--- config.mk ---
export PLATFORM = sky130hd
export DESIGN_NAME = vending_controller_with_change
export DESIGN_NICKNAME = d
export VERILOG_FILES = /design/src/rtl/vcc_pkg.sv /design/src/rtl/vcc_csr.sv /design/src/rtl/vcc_fsm.sv /design/src/rtl/vending_controller_with_change.sv
export SDC_FILE = /design/constraint.sdc
export NUM_CORES = 1
export LEC_CHECK = 0
export BUFFER_PORTS_ARGS = -buffer_cell sky130_fd_sc_hd__buf_2
export CAP_MARGIN = 15
export CORE_UTILIZATION = 23
export DETAILED_ROUTE_END_ITERATION = 16
export GPL_TIMING_DRIVEN = 0
export PLACE_DENSITY = 0.42
export SYNTH_ARGS = -nofsm -noshare
export SYNTH_HDL_FRONTEND = slang
export SYNTH_SLANG_ARGS = --single-unit
--- constraint.sdc ---
create_clock -name clock -period 25.3 [get_ports clock]
set_input_delay 6.325 -clock clock [delete_from_list [all_inputs] [get_ports clock]]
set_output_delay 6.325 -clock clock [all_outputs]
set_load 0.1 [all_outputs]
--- src/rtl/vcc_pkg.sv ---
// ----------------------------------------------------------------------------
// vcc_pkg: shared definitions of the vending controller
// Request, status and register codes, the operating mode and the structs
// that travel between the register bank, the controller and the top level.
// ----------------------------------------------------------------------------
package vcc_pkg;

   // Request codes
   localparam logic [1:0] REQ_SELECT = 2'd0;
   localparam logic [1:0] REQ_COIN   = 2'd1;
   localparam logic [1:0] REQ_CANCEL = 2'd2;
   localparam logic [1:0] REQ_REFILL = 2'd3;

   // Product codes
   localparam logic [1:0] PROD_COFFEE    = 2'd0;
   localparam logic [1:0] PROD_CHOCOLATE = 2'd1;
   localparam logic [1:0] PROD_MILK      = 2'd2;
   localparam logic [1:0] PROD_NONE      = 2'd3;

   // Coin codes
   localparam logic [2:0] COIN_TENTH = 3'd0;
   localparam logic [2:0] COIN_FIFTH = 3'd1;
   localparam logic [2:0] COIN_HALF  = 3'd2;
   localparam logic [2:0] COIN_ONE   = 3'd3;
   localparam logic [2:0] COIN_TWO   = 3'd4;
   localparam logic [2:0] COIN_FIVE  = 3'd5;
   localparam logic [2:0] COIN_TEN   = 3'd6;
   localparam logic [2:0] COIN_NONE  = 3'd7;

   // Status codes
   localparam logic [2:0] ST_SELECTED  = 3'd0;
   localparam logic [2:0] ST_MORE_DUE  = 3'd1;
   localparam logic [2:0] ST_VENDED    = 3'd2;
   localparam logic [2:0] ST_CANCELLED = 3'd3;
   localparam logic [2:0] ST_NO_STOCK  = 3'd4;
   localparam logic [2:0] ST_REFILLED  = 3'd5;
   localparam logic [2:0] ST_REJECTED  = 3'd6;

   // Register indexes
   localparam logic [2:0] CSR_PRICE_COFFEE     = 3'd0;
   localparam logic [2:0] CSR_PRICE_CHOCOLATE  = 3'd1;
   localparam logic [2:0] CSR_PRICE_MILK       = 3'd2;
   localparam logic [2:0] CSR_REFILL_COFFEE    = 3'd3;
   localparam logic [2:0] CSR_REFILL_CHOCOLATE = 3'd4;
   localparam logic [2:0] CSR_REFILL_MILK      = 3'd5;

   typedef enum logic [1:0] {
      MODE_IDLE    = 2'b01,
      MODE_COLLECT = 2'b10
   } mode_type;

   typedef struct packed {
      logic [7:0] price_coffee;
      logic [7:0] price_chocolate;
      logic [7:0] price_milk;
      logic [4:0] refill_coffee;
      logic [4:0] refill_chocolate;
      logic [4:0] refill_milk;
   } cfg_type;

   typedef struct packed {
      logic [1:0] req_type;
      logic [1:0] product_sel;
      logic       with_milk;
      logic [2:0] coin_code;
   } item_type;

   typedef struct packed {
      logic       ten;
      logic       five;
      logic [1:0] two;
      logic       one;
      logic       half;
      logic [1:0] fifth;
      logic       tenth;
   } change_type;

   typedef struct packed {
      logic [2:0] status;
      logic [9:0] amount_paid;
      logic [9:0] return_total;
      change_type change;
   } result_type;

endpackage

--- src/rtl/vcc_csr.sv ---
// ----------------------------------------------------------------------------
// vcc_csr: configuration registers
// Holds the three prices and the three refill levels, written one at a time.
// ----------------------------------------------------------------------------
module vcc_csr (
   input  logic             clock,
   input  logic             reset,
   input  logic             csr_we,
   input  logic [2:0]       csr_index,
   input  logic [7:0]       csr_wdata,
   output vcc_pkg::cfg_type cfg
);

   vcc_pkg::cfg_type cfg_ff;
   vcc_pkg::cfg_type cfg_in;

   always_comb begin
      cfg_in = cfg_ff;
      if (csr_we) begin
         case (csr_index)
            vcc_pkg::CSR_PRICE_COFFEE:     cfg_in.price_coffee     = csr_wdata;
            vcc_pkg::CSR_PRICE_CHOCOLATE:  cfg_in.price_chocolate  = csr_wdata;
            vcc_pkg::CSR_PRICE_MILK:       cfg_in.price_milk       = csr_wdata;
            vcc_pkg::CSR_REFILL_COFFEE:    cfg_in.refill_coffee    = csr_wdata[4:0];
            vcc_pkg::CSR_REFILL_CHOCOLATE: cfg_in.refill_chocolate = csr_wdata[4:0];
            vcc_pkg::CSR_REFILL_MILK:      cfg_in.refill_milk      = csr_wdata[4:0];
            default:                       cfg_in = cfg_ff;
         endcase
      end
   end

   always_ff @(posedge clock) begin
      if (reset) begin
         cfg_ff.price_coffee     <= 8'd15;
         cfg_ff.price_chocolate  <= 8'd21;
         cfg_ff.price_milk       <= 8'd3;
         cfg_ff.refill_coffee    <= 5'd10;
         cfg_ff.refill_chocolate <= 5'd10;
         cfg_ff.refill_milk      <= 5'd20;
      end else begin
         cfg_ff <= cfg_in;
      end
   end

   assign cfg = cfg_ff;

endmodule

--- src/rtl/vcc_fsm.sv ---
// ----------------------------------------------------------------------------
// vcc_fsm: vending controller state and event logic
// Holds the mode, the selection, the money counters and the stock, and works
// out the result of one registered event. State moves on when advance is high.
// ----------------------------------------------------------------------------
module vcc_fsm (
   input  logic                clock,
   input  logic                reset,
   input  logic                advance,
   input  vcc_pkg::item_type   item,
   input  vcc_pkg::cfg_type    cfg,
   output vcc_pkg::result_type result
);

   vcc_pkg::mode_type mode_ff, mode_in;
   logic [1:0]        chosen_product_ff, chosen_product_in;
   logic              chosen_milk_ff, chosen_milk_in;
   logic [8:0]        amount_due_ff, amount_due_in;
   logic [9:0]        paid_sum_ff, paid_sum_in;
   logic [4:0]        stock_coffee_ff, stock_coffee_in;
   logic [4:0]        stock_chocolate_ff, stock_chocolate_in;
   logic [4:0]        stock_milk_ff, stock_milk_in;

   logic              sel_milk;
   logic [4:0]        sel_stock;
   logic [7:0]        sel_price;
   logic [8:0]        due_sum;
   logic [6:0]        coin_val;
   logic [9:0]        paid_new;
   logic [9:0]        left;
   logic              vend;

   // Greedy change. The change never exceeds ten euro, so seven bits suffice.
   function automatic vcc_pkg::change_type greedy_change(input logic [6:0] v);
      logic [6:0]          r;
      vcc_pkg::change_type c;
      r = v;
      c = '0;
      if (r >= 7'd100) begin
         c.ten = 1'b1;
         r = r - 7'd100;
      end
      if (r >= 7'd50) begin
         c.five = 1'b1;
         r = r - 7'd50;
      end
      if (r >= 7'd40) begin
         c.two = 2'd2;
         r = r - 7'd40;
      end else if (r >= 7'd20) begin
         c.two = 2'd1;
         r = r - 7'd20;
      end
      if (r >= 7'd10) begin
         c.one = 1'b1;
         r = r - 7'd10;
      end
      if (r >= 7'd5) begin
         c.half = 1'b1;
         r = r - 7'd5;
      end
      if (r >= 7'd4) begin
         c.fifth = 2'd2;
         r = r - 7'd4;
      end else if (r >= 7'd2) begin
         c.fifth = 2'd1;
         r = r - 7'd2;
      end
      c.tenth = r[0];
      return c;
   endfunction

   function automatic logic [4:0] take_one(input logic [4:0] s);
      return (s != 5'd0) ? s - 5'd1 : s;
   endfunction

   // Milk ordered with milk counts as plain milk.
   assign sel_milk = item.with_milk && (item.product_sel != vcc_pkg::PROD_MILK);

   always_comb begin
      case (item.product_sel)
         vcc_pkg::PROD_COFFEE: begin
            sel_stock = stock_coffee_ff;
            sel_price = cfg.price_coffee;
         end
         vcc_pkg::PROD_CHOCOLATE: begin
            sel_stock = stock_chocolate_ff;
            sel_price = cfg.price_chocolate;
         end
         default: begin
            sel_stock = stock_milk_ff;
            sel_price = cfg.price_milk;
         end
      endcase
   end

   assign due_sum = {1'b0, sel_price} + (sel_milk ? {1'b0, cfg.price_milk} : 9'd0);

   always_comb begin
      case (item.coin_code)
         vcc_pkg::COIN_TENTH: coin_val = 7'd1;
         vcc_pkg::COIN_FIFTH: coin_val = 7'd2;
         vcc_pkg::COIN_HALF:  coin_val = 7'd5;
         vcc_pkg::COIN_ONE:   coin_val = 7'd10;
         vcc_pkg::COIN_TWO:   coin_val = 7'd20;
         vcc_pkg::COIN_FIVE:  coin_val = 7'd50;
         vcc_pkg::COIN_TEN:   coin_val = 7'd100;
         default:             coin_val = 7'd0;
      endcase
   end

   assign paid_new = paid_sum_ff + {3'd0, coin_val};
   assign vend     = paid_new >= {1'b0, amount_due_ff};
   assign left     = paid_new - {1'b0, amount_due_ff};

   always_comb begin
      mode_in            = mode_ff;
      chosen_product_in  = chosen_product_ff;
      chosen_milk_in     = chosen_milk_ff;
      amount_due_in      = amount_due_ff;
      paid_sum_in        = paid_sum_ff;
      stock_coffee_in    = stock_coffee_ff;
      stock_chocolate_in = stock_chocolate_ff;
      stock_milk_in      = stock_milk_ff;

      result.status       = vcc_pkg::ST_REJECTED;
      result.amount_paid  = paid_sum_ff;
      result.return_total = 10'd0;
      result.change       = '0;

      case (item.req_type)
         vcc_pkg::REQ_SELECT: begin
            if (mode_ff == vcc_pkg::MODE_IDLE && item.product_sel != vcc_pkg::PROD_NONE) begin
               if (sel_stock == 5'd0 || (sel_milk && stock_milk_ff == 5'd0)) begin
                  result.status = vcc_pkg::ST_NO_STOCK;
               end else begin
                  chosen_product_in  = item.product_sel;
                  chosen_milk_in     = sel_milk;
                  amount_due_in      = due_sum;
                  paid_sum_in        = 10'd0;
                  mode_in            = vcc_pkg::MODE_COLLECT;
                  result.status      = vcc_pkg::ST_SELECTED;
                  result.amount_paid = 10'd0;
               end
            end
         end
         vcc_pkg::REQ_COIN: begin
            if (mode_ff == vcc_pkg::MODE_COLLECT && item.coin_code != vcc_pkg::COIN_NONE) begin
               result.amount_paid = paid_new;
               if (vend) begin
                  if (chosen_product_ff == vcc_pkg::PROD_COFFEE) begin
                     stock_coffee_in = take_one(stock_coffee_ff);
                  end
                  if (chosen_product_ff == vcc_pkg::PROD_CHOCOLATE) begin
                     stock_chocolate_in = take_one(stock_chocolate_ff);
                  end
                  if (chosen_product_ff == vcc_pkg::PROD_MILK || chosen_milk_ff) begin
                     stock_milk_in = take_one(stock_milk_ff);
                  end
                  result.return_total = left;
                  result.change       = greedy_change(left[6:0]);
                  mode_in             = vcc_pkg::MODE_IDLE;
                  paid_sum_in         = 10'd0;
                  amount_due_in       = 9'd0;
                  result.status       = vcc_pkg::ST_VENDED;
               end else begin
                  paid_sum_in   = paid_new;
                  result.status = vcc_pkg::ST_MORE_DUE;
               end
            end
         end
         vcc_pkg::REQ_CANCEL: begin
            if (mode_ff == vcc_pkg::MODE_COLLECT) begin
               result.return_total = paid_sum_ff;
               mode_in             = vcc_pkg::MODE_IDLE;
               paid_sum_in         = 10'd0;
               amount_due_in       = 9'd0;
               result.status       = vcc_pkg::ST_CANCELLED;
            end
         end
         default: begin
            if (mode_ff == vcc_pkg::MODE_IDLE) begin
               stock_coffee_in    = cfg.refill_coffee;
               stock_chocolate_in = cfg.refill_chocolate;
               stock_milk_in      = cfg.refill_milk;
               result.status      = vcc_pkg::ST_REFILLED;
            end
         end
      endcase
   end

   always_ff @(posedge clock) begin
      if (reset) begin
         mode_ff            <= vcc_pkg::MODE_IDLE;
         chosen_product_ff  <= vcc_pkg::PROD_COFFEE;
         chosen_milk_ff     <= 1'b0;
         amount_due_ff      <= 9'd0;
         paid_sum_ff        <= 10'd0;
         stock_coffee_ff    <= 5'd10;
         stock_chocolate_ff <= 5'd10;
         stock_milk_ff      <= 5'd20;
      end else if (advance) begin
         mode_ff            <= mode_in;
         chosen_product_ff  <= chosen_product_in;
         chosen_milk_ff     <= chosen_milk_in;
         amount_due_ff      <= amount_due_in;
         paid_sum_ff        <= paid_sum_in;
         stock_coffee_ff    <= stock_coffee_in;
         stock_chocolate_ff <= stock_chocolate_in;
         stock_milk_ff      <= stock_milk_in;
      end
   end

endmodule

--- src/rtl/vending_controller_with_change.sv ---
// ----------------------------------------------------------------------------
// vending_controller_with_change: top level of the vending controller
// A request waits in the request register; the response register is loaded
// from it when free or being emptied, and rsp_valid rises with that load.
// Throughput: one transaction per cycle unless rsp_ready stalls; it is set
// by the single pass of event logic between the two registers.
// Reset (synchronous, active high) gives the idle mode, default prices and
// refill levels and full stock; no clearing pass is needed.
// ----------------------------------------------------------------------------
module vending_controller_with_change (
   input  logic       clock,
   input  logic       reset,
   input  logic       req_valid,
   output logic       req_ready,
   input  logic [1:0] req_type,
   input  logic [1:0] req_product_sel,
   input  logic       req_with_milk,
   input  logic [2:0] req_coin_code,
   output logic       rsp_valid,
   input  logic       rsp_ready,
   output logic [2:0] rsp_status,
   output logic [9:0] rsp_amount_paid,
   output logic [9:0] rsp_return_total,
   output logic       rsp_count_ten,
   output logic       rsp_count_five,
   output logic [1:0] rsp_count_two,
   output logic       rsp_count_one,
   output logic       rsp_count_half,
   output logic [1:0] rsp_count_fifth,
   output logic       rsp_count_tenth,
   input  logic       csr_we,
   input  logic [2:0] csr_index,
   input  logic [7:0] csr_wdata
);

   vcc_pkg::cfg_type    cfg;
   vcc_pkg::item_type   item_ff;
   vcc_pkg::result_type result;
   vcc_pkg::result_type result_ff;
   logic                in_valid_ff, in_valid_in;
   logic                rsp_valid_ff, rsp_valid_in;
   logic                advance;

   vcc_csr u_csr (
      .clock     (clock),
      .reset     (reset),
      .csr_we    (csr_we),
      .csr_index (csr_index),
      .csr_wdata (csr_wdata),
      .cfg       (cfg)
   );

   vcc_fsm u_fsm (
      .clock   (clock),
      .reset   (reset),
      .advance (advance),
      .item    (item_ff),
      .cfg     (cfg),
      .result  (result)
   );

   // The registered event moves on whenever the response register is free
   // or is being emptied in the same cycle.
   assign advance   = in_valid_ff && (!rsp_valid_ff || rsp_ready);
   assign req_ready = !in_valid_ff || advance;

   assign in_valid_in  = req_ready ? req_valid : in_valid_ff;
   assign rsp_valid_in = advance ? 1'b1 : (rsp_ready ? 1'b0 : rsp_valid_ff);

   always_ff @(posedge clock) begin
      if (reset) begin
         in_valid_ff  <= 1'b0;
         rsp_valid_ff <= 1'b0;
      end else begin
         in_valid_ff  <= in_valid_in;
         rsp_valid_ff <= rsp_valid_in;
      end
   end

   always_ff @(posedge clock) begin
      if (req_valid && req_ready) begin
         item_ff.req_type    <= req_type;
         item_ff.product_sel <= req_product_sel;
         item_ff.with_milk   <= req_with_milk;
         item_ff.coin_code   <= req_coin_code;
      end
      if (advance) begin
         result_ff <= result;
      end
   end

   assign rsp_valid        = rsp_valid_ff;
   assign rsp_status       = result_ff.status;
   assign rsp_amount_paid  = result_ff.amount_paid;
   assign rsp_return_total = result_ff.return_total;
   assign rsp_count_ten    = result_ff.change.ten;
   assign rsp_count_five   = result_ff.change.five;
   assign rsp_count_two    = result_ff.change.two;
   assign rsp_count_one    = result_ff.change.one;
   assign rsp_count_half   = result_ff.change.half;
   assign rsp_count_fifth  = result_ff.change.fifth;
   assign rsp_count_tenth  = result_ff.change.tenth;

`ifndef ASSERT_OFF
   // The coins handed back on a vend add up to the change reported.
   a_change_sum: assert property (@(posedge clock) disable iff (reset)
      rsp_valid_ff && result_ff.status == vcc_pkg::ST_VENDED |->
         ({9'd0, rsp_count_ten} * 10'd100) + ({9'd0, rsp_count_five} * 10'd50)
         + ({8'd0, rsp_count_two} * 10'd20) + ({9'd0, rsp_count_one} * 10'd10)
         + ({9'd0, rsp_count_half} * 10'd5) + ({8'd0, rsp_count_fifth} * 10'd2)
         + {9'd0, rsp_count_tenth} == rsp_return_total)
      else $error("change coins do not add up to the returned amount");

   a_no_coins: assert property (@(posedge clock) disable iff (reset)
      rsp_valid_ff && result_ff.status != vcc_pkg::ST_VENDED |->
         result_ff.change == '0)
      else $error("change coins reported without a vend");

   a_refund: assert property (@(posedge clock) disable iff (reset)
      rsp_valid_ff && result_ff.status == vcc_pkg::ST_CANCELLED |->
         rsp_return_total == rsp_amount_paid)
      else $error("cancel does not refund the amount paid");

   a_no_return: assert property (@(posedge clock) disable iff (reset)
      rsp_valid_ff && result_ff.status != vcc_pkg::ST_VENDED
         && result_ff.status != vcc_pkg::ST_CANCELLED |->
         rsp_return_total == 10'd0)
      else $error("money returned outside a vend or cancel");

   a_result_follows: assert property (@(posedge clock) disable iff (reset)
      in_valid_ff && !rsp_valid_ff |=> rsp_valid_ff)
      else $error("registered transaction did not reach the response register");
`endif

endmodule
**Yosys cells after proc, flatten, opt, wreduce, memory -nomap -nowiden**

Cells that the tools add are included.
W data, S select, Z words.

- $add $sub $neg: 14
- Magnitude comparators: 9
- Equal/unequal tests: 32
- Mux-type cells: 84
- Bitwise gates (word level): 5
- Reductions and logical operators: 41

Operators by type and width:

| kind | count |
|---|---|
| $mux W7 | 21 |
| $mux W5 | 15 |
| $mux W10 | 6 |
| $pmux W7 S7 | 1 |
| $mux W9 | 5 |
| $pmux W10 S2 | 2 |
| $pmux W5 S2 | 4 |
| $mux W32 | 1 |
| $pmux W10 S3 | 1 |
| $reduce_and A7 Y1 | 4 |
| $pmux W9 S3 | 1 |
| $ne A2 B1 Y1 const B | 10 |
| $mux W19 | 1 |
| $mux W2 | 9 |
| $pmux W8 S2 | 1 |
| $eq A3 B3 Y1 const B | 5 |
| $reduce_bool A5 Y1 | 3 |
| $sub A5 B1 Y5 const B | 3 |
| $ge A7 B3 Y1 const B | 2 |
| $ge A7 B6 Y1 const B | 2 |
| $sub A7 B6 Y7 const B | 2 |
| $mux W13 | 1 |
| $eq A3 B2 Y1 const B | 4 |
| $reduce_and A2 Y1 | 6 |
| 37 further kinds | 75 |

- Register bits after elaboration: 120
- Bits of input ports: 24
- Logic and storage cells: 217

**Longest topological paths before layout**

Gate-level depths: netlist of the first run.

- Depth after elaboration: 36
- Mapped depth: 41
- Depth with buffers taken out: 39

**Modules after synthesis**

Synthesis of the first run repeated with hierarchy kept, for this count alone.

- Cells, all modules: 810
- Area, all modules: 7419.6 µm²

Modules (own cells, without submodules):

| module | times used | cells each | area an instance (µm²) | sequential area each (µm²) |
|---|---|---|---|---|
| vcc_fsm | 1 | 614 | 4559.4 | 780.7 |
| vcc_csr | 1 | 146 | 1555.2 | 780.7 |
| vending_controller_with_change | 1 | 50 | 1305.0 | 1241.2 |

**Worst setup path before layout of the first run**

OpenSTA, ideal clock, no wires.

- Path type: input-to-output
- Start point: input rsp_ready
- End point: output req_ready
- Arrival time: 7102 ps
- Required time: 18975 ps
- Setup slack: 11873 ps
- Stages on the path: 2
- Path buffers: 0
- Path through: nor2b_1 > nand2_1

- Word-level cells in the longest chain between the ends: 3

RTL lines:

| what | line | source |
|---|---|---|
| from (decl) | vending_controller_with_change.sv:20 | `input logic rsp_ready,` |
| $logic_or A1 B1 Y1 | vending_controller_with_change.sv:64 | `assign advance = in_valid_ff && (!rsp_valid_ff \|\| rsp_ready);` |
| $logic_and A1 B1 Y1 | vending_controller_with_change.sv:64 |  |
| $logic_or A1 B1 Y1 | vending_controller_with_change.sv:65 | `assign req_ready = !in_valid_ff \|\| advance;` |
| to (decl) | vending_controller_with_change.sv:14 | `output logic req_ready,` |

Every way passes these cells.

**Worst setup path after layout of the first run**

Ends and elaborated chain as after synthesis.

==> metrics, run 1 <==
status finished clean; # hold bufs at CTS 0; first-pass GRT wire length between 30 and 40 mm; # port buffers 56; syn_nets 924; WHS Path Cells 2; relative slew slack 31.5%; Layout area overhead 19.1%; worst vdd ir 0.0484 mV; # setup viols final 0; Yosys top cell by area dfxtp_1; Max Cap Violations 0; DR pass1 iterations 5; wirelength, routed just over 20 mm; Max H-tree Level 4; routed length per instance about 15 µm; DIE HEIGHT around 180 µm; clock skew 16.9 ps; setup slack, reg-to-reg 15,880 ps; vias in the first global route roughly 6,300; FILL cells approximately 3,500; final period utilization roughly 53%; fin nets 1,000; FFs w/ async S/R, synth 0%; remaining antenna violation count after routing 0; Via density between 4 and 5; initial core utilization a little under a quarter; TritonCTS buffer count 17; die extent in x 182 µm; DRC 0; initial antenna violation count 0; synth unique cells between 80 and 90; clock tree buffer depth 2; Post-CTS Resized 0; Final Max Slew Viols 0; setup TNS 0 ps; Critical Path End Type output pin; CTS sink count 120; Mapped Cells 858; Critical Path Start Type input pin; minimum clock period roughly 13,000 ps; CTS root buf clkbuf_16; RR Endpoint rsp_count_fifth[0]$_SDFFCE_PP0P_; HP Class reg2reg; Overflow after GRT 0; Final Wtd Congestion approximately 0.80; Tightest Pin Transition around 1000 ps; Total GRT Usage ~13%; layout cell share with drive strength beyond 1 between 10% and 20%; RSZ-0062 raised after global routing false; FMAX ~0.074 GHz; worst reg-to-reg path cell count 38; synth top area cells dfxtp_1 21%, edfxtp_1 16%, mux2i_1 7.4%; EDFF count, synth 40; CTS tree yes; Seq cells post-synth 120; CP required 18,980 ps; post-detail-place hpwl roughly 15 mm; synthesized area per cell ~8.7 µm²; FF-to-FF Start item_ff[1]$_DFFE_PP_; HP Start u_csr.cfg[28]$_SDFFE_PP0P_; ys flop type dfxtp_1; clock latency on the worst-skew pair 430 ps; Worst Path Arrival about 7000 ps; largest net degree at the start of global routing 30; Power Density about 76 nW/µm²; initial drt markers 391; share of the yosys chip area belonging to registers between 30% and 40%; final hold vios 0; top-area cell type share of the netlist area roughly a fifth; most frequent cells in the layout 93 x nor2_1, 93 x nand2_1, 80 x dfxtp_1, 58 x buf_2, 55 x mux2i_1; crit-path max FO 4; n_diodes 0; total core area between 30,000 and 40,000 µm²; Setup Buffers After CTS 0; DP Area around 8300 µm²; # IOs between 50 and 60; FP Rows 65; hold endpoint u_csr.cfg[28]$_SDFFE_PP0P_; crit path kind in2out; leakage power 3.46 nW; clock slew seen by the registers of the worst setup and hold paths ~60 ps; Yosys warning count 0; post-route cell area 8920 µm²; synthesized area ~7500 µm²; die area 33,300 µm²; DR vias approximately 6,400
report_power, final:
group          internal, W  switching, W
Sequential        0.000205    0.00000335
Clock             0.000145     0.0000993
Combinational    0.0000838      0.000144
area by class of cell:
class	count	area, µm²	share of cell area, %
Clock buffer	20	468	5.24
Sequential cell	120	2800	31.4
Multi-Input combinational cell	662	4380	49.1
Buffer	35	158	1.77
Timing Repair Buffer	57	300	3.37
Tap cell	435	544	6.10
Inverter	41	156	1.75
Clock inverter	12	114	1.28
cell families (layout without fill, tap and decap cells):
group,Yosys count,count (layout),synth area share [%]
buffers and inverters,76,165,4.19
adders and majority gates,43,43,7.47
muxes,59,59,7.99
DFF,120,120,37.4
xor gates and xnor gates,26,26,3.04
AOI/OAI and AO/OA,217,217,19.4
and+or+nand+nor,317,317,20.4
per-stage QoR:
stage	utilization, %	setup WS, ps	total power, W	std cells	hold WS (ps)
2_1_floorplan	-	11870	0.000388	858	436
3_3_place_gp	26.1	11950	0.000440	1349	449
3_5_place_dp	26.2	11850	0.000438	1350	452
4_1_cts	28.1	11850	0.000686	1382	460
5_1_grt	28.1	11760	0.000716	1382	488
6_report	28.1	11860	0.000680	1382	457
worst max-delay path by stage:
stage,cells past startpoint,startpoint,end
after floorplan,2,rsp_ready,req_ready
after global placement,4,rsp_ready,req_ready
after detailed placement,4,rsp_ready,req_ready
after CTS,4,rsp_ready,req_ready
after global routing,4,rsp_ready,req_ready
final,4,rsp_ready,req_ready
critical path: stages:
cell and delay, ps:
buf_2 90, nor2b_1 290, nand2_1 110, buf_2 300
flip-flops by register name, indices dropped and copies added (netlist names), 2 cells and up:
register / cells
u_fsm.stock_milk_ff: 5
rsp_status: 3
u_fsm.paid_sum_ff: 10
u_fsm.stock_chocolate_ff: 5
u_csr.cfg: 39
item_ff: 8
rsp_count_two: 2
u_fsm.amount_due_ff: 9
rsp_count_fifth: 2
rsp_amount_paid: 10
rsp_return_total: 10
u_fsm.stock_coffee_ff: 5
u_fsm.mode_ff: 2
u_fsm.chosen_product_ff: 2
cell usage after synthesis, types with 5 or more instances:
| master | instances |
|---|---|
| nand2_1 | 93 |
| nor2_1 | 93 |
| dfxtp_1 | 80 |
| mux2i_1 | 55 |
| a21oi_1 | 51 |
| o21ai_0 | 51 |
| edfxtp_1 | 40 |
| ha_1 | 39 |
| inv_1 | 39 |
| clkbuf_1 | 26 |
| and2_1 | 22 |
| a22oi_1 | 19 |
| nor2b_1 | 19 |
| xnor2_1 | 19 |
| nand3_1 | 17 |
| nand2b_1 | 15 |
| nor3_1 | 13 |
| a21o_1 | 9 |
| and3_1 | 9 |
| o211ai_1 | 9 |
| nand4_1 | 7 |
| xor2_1 | 7 |
| o21a_1 | 6 |
| a22o_1 | 5 |
| o21bai_1 | 5 |
layer usage:
layer  global-route usage [%]  share of wire [%]  vias up  wire [µm]
li1                         -                  -     3230          -
met1                     17.3                 51     2996      10500
met2                     20.2                 44      135       9140
met3                     2.69                3.8       29        792
met4                     4.24                1.6        0        337
met5                        0                  0        -          0
Note: power is estimated with default switching activity, not from simulation.
==> inputs of run 2 (changes only) <==
--- a/config.mk
+++ b/config.mk
@@ -5,6 +5,7 @@
 export SDC_FILE = /design/constraint.sdc
 export NUM_CORES = 1
 export LEC_CHECK = 0
+export ABC_AREA = 1
 export BUFFER_PORTS_ARGS = -buffer_cell sky130_fd_sc_hd__buf_2
 export CAP_MARGIN = 15
 export CORE_UTILIZATION = 23
==> constraint.sdc (replaced) <==
create_clock -name clock -period 13.1 [get_ports clock]
set_input_delay 3.275 -clock clock [delete_from_list [all_inputs] [get_ports clock]]
set_output_delay 3.275 -clock clock [all_outputs]
set_load 0.1 [all_outputs]
==> run 2 against run 1 <==
Wire length is 0.80% lower. Cell count increased by 9.6%. Via count up 3.8%. Sequential power rose by 98%. Worst setup slack got worse by 6000 ps. Die area fell by 0.83%. Register-to-register slack got worse by 9300 ps. Sequential cell count stayed put. Combinational power rose to 4.8 times the previous value. Critical path depth unchanged. Highest routed layer unchanged.
==> metrics, run 2 <==
Reg area 2800 µm² (unchanged); Clk network pwr share 23.2% (-13 points); FILL cells 3,480 (+0.37%); Yosys top cell by area dfxtp_1; synthesized area 7430 µm² (-0.84%); Net Switching 0.000949 W (+280%); status finished clean; HP Class reg2reg; commonest non-fill, non-tap cell in the layout nand2_1; Worst Path Arrival 3920 ps (-3200 ps); Setup Buffers After CTS 0 (unchanged); Critical Path End Type output pin; Final Wtd Congestion 0.829 (+4.2%); Largest register FFs 39 (unchanged); worst vdd ir 0.124 mV (+160%); clock tree buffer depth 2 (unchanged); # hold bufs at CTS 0 (unchanged); layout cell share with drive strength beyond 1 12.9% (-0.039 points); register share of total power 21.0% (-9.6 points); post-detail-place hpwl 15.9 mm (+3.4%); Yosys warning count 0 (unchanged); synth top area cells dfxtp_1 22%, edfxtp_1 16%, nand2_1 10%; most frequent cells in the layout 201 x nand2_1, 147 x inv_1, 118 x nor2_1, 88 x a21oi_1, 80 x dfxtp_1; minimum clock period 7190 ps; synth unique cells 45 (-49%); top-area cell type share of the netlist area 21.6% (+0.18 points); wirelength, routed 20.6 mm (-0.80%); clock skew 12.8 ps (-4.12 ps); Power Density 224 nW/µm² (+190%); CTS sink count 120 (unchanged); largest net degree at the start of global routing 36 (+20%); syn_nets 1,090 (+18%); GR peak layer met2; crit path kind in2out; total core area 31,600 µm² (-0.51%); die area 33,000 µm² (-0.83%); initial antenna violation count 0 (unchanged); synth cell count leaders 201 x nand2_1, 148 x inv_1, 118 x nor2_1; clock slew seen by the registers of the worst setup and hold paths 60 ps (about the same); Critical Path Start Type input pin; most instantiated library cell after synthesis nand2_1; area occupied by multi-input gates 3960 µm² (-9.7%); remaining antenna violation count after routing 0 (unchanged); Total GRT Usage 13.1% (+0.26 points); initial core utilization 23.5% (-0.077 points); ys flop type dfxtp_1; FMAX between 0.1 and 0.15 GHz; Tightest Pin Transition 779 ps (-244 ps); Mapped Cells 1,024 (+19%); Post-CTS Resized 0 (unchanged); leakage power 3.94 nW (+14%); met2 Usage GRT 20.6% (+0.46 points); relative slew slack 48.1% (+17 points); EDFF count, synth 40 (unchanged); # port buffers 56 (unchanged); final period utilization 54.9%; die extent in x 182 µm (-0.41%); Comb pwr share 55.8% (+22 points); clock latency on the worst-skew pair 430 ps (about the same); # IOs 58 (unchanged); DIE HEIGHT 182 µm (-0.41%); fin nets 1,165 (+17%); RSZ-0062 raised after global routing false; crit-path max FO 3 (-1); initial drt markers 294 (-25%); vias in the first global route 6,469 (+2.9%); DR pass1 iterations 5 (unchanged); DRC 0 (unchanged); Overflow after GRT 0 (unchanged); setup TNS 0 ps (unchanged); Via density 4.38 (-5.3%); CTS root buf clkbuf_16; Sw Ratio 48.4% (+12 points); share of the yosys chip area belonging to registers 37.7% (+0.32 points); FFs w/ async S/R, synth 0% (unchanged); Final Max Slew Viols 0 (unchanged); CP required 9820 ps (-9160 ps); FP Rows 65 (unchanged); Max H-tree Level 4 (unchanged); first-pass GRT wire length 34.1 mm (+2.7%); cell internal pwr 0.00101 W (+130%); Layout area overhead 18.1%; final hold vios 0 (unchanged); DR vias 6,636 (+3.8%); final worst slack 5910 ps (-5950 ps); M3 GR Usage 2.71% (+0.014 points); synthesized area per cell 7.25 µm² (-17%); TritonCTS buffer count 17 (unchanged); CTS tree yes; pre-CTS WS 5900 ps (-5950 ps); routed length per instance 13.6 µm (-9.5%); # setup viols final 0 (unchanged); Seq cells post-synth 120 (unchanged); met1 usage 18.3% (+0.94 points); Max Cap Violations 0 (unchanged)
run 2: cell types whose count changed after synthesis, moves of 15 or more:
| cell | previous run | this run |
|---|---|---|
| nor2_1 | 93 | 118 |
| a21oi_1 | 51 | 88 |
| nand2_1 | 93 | 201 |
| a22oi_1 | 19 | 2 |
| inv_1 | 39 | 148 |
| o21ai_0 | 51 | 74 |
| and2_1 | 22 | 0 |
| nand3_1 | 17 | 66 |
| xnor2_1 | 19 | 4 |
| nor2b_1 | 19 | 0 |
| nand2_2 | 0 | 18 |
| mux2i_1 | 55 | 0 |
| nand2b_1 | 15 | 0 |
run 2: through the flow:
step           hold slack [ps]  utilization (%)  area [µm²]  total power [W]  cells
2_1_floorplan              424                -        7430          0.00133   1024
3_3_place_gp               449             26.0        8210          0.00153   1482
3_5_place_dp               453             26.0        8210          0.00152   1482
4_1_cts                    463             27.7        8770          0.00199   1514
5_1_grt                    486             27.7        8770          0.00215   1514
6_report                   463             27.7        8770          0.00196   1515
run 2: final cells by class:
class / instances / area share, %
multi-input cells: 728 / 45.1
diodes: 1 / 0.0285
clock inverters: 14 / 1.25
flip-flops and latches: 120 / 31.9
well taps: 402 / 5.73
plain buffers: 18 / 0.784
repair buffers: 56 / 3.19
clock buffers: 18 / 5.13
inverters: 158 / 6.85
run 2: kinds of logic (layout without fill, tap and decap cells):
group,after synthesis,after routing,synth area share (%)
compound gates,216,216,16.0
other cells,0,1,0
simple gates,450,450,27.5
xor+xnor,20,20,2.36
buf+inv,176,264,9.01
fa+ha+maj,42,42,7.38
flops,120,120,37.7
run 2: critical path, stage by stage:
cell and delay [ps]:
buf_2 70, inv_1 40, nand3_1 90, buf_2 440
run 2: final timing paths:
kind	slack, ps	startpoint	depth (start not counted)	end
setup reg to reg	6570	item_ff[0]$_DFFE_PP_	49	rsp_count_fifth[1]$_SDFFCE_PN0P_
hold reg to reg	460	u_fsm.amount_due_ff[2]$_SDFFE_PP0P_	2	u_fsm.amount_due_ff[2]$_SDFFE_PP0P_
hold / removal	460	u_fsm.amount_due_ff[2]$_SDFFE_PP0P_	2	u_fsm.amount_due_ff[2]$_SDFFE_PP0P_
setup / recovery	5910	rsp_ready	4	req_ready
run 2: power by group through the flow:
stage / Sequential (W) / Combinational, W / Clock, W
3_3_place_gp: 0.000420 / 0.00111 / 0
2_1_floorplan: 0.000446 / 0.000885 / 0
5_1_grt: 0.000414 / 0.00126 / 0.000485
3_5_place_dp: 0.000420 / 0.00110 / 0
4_1_cts: 0.000412 / 0.00111 / 0.000467
6_report: 0.000411 / 0.00109 / 0.000456
run 2: per-layer routing:
layer,vias to the layer above,routed length [µm]
li1,3530,-
met1,2994,10600
met2,102,9160
met3,10,735
met4,0,154
met5,-,0
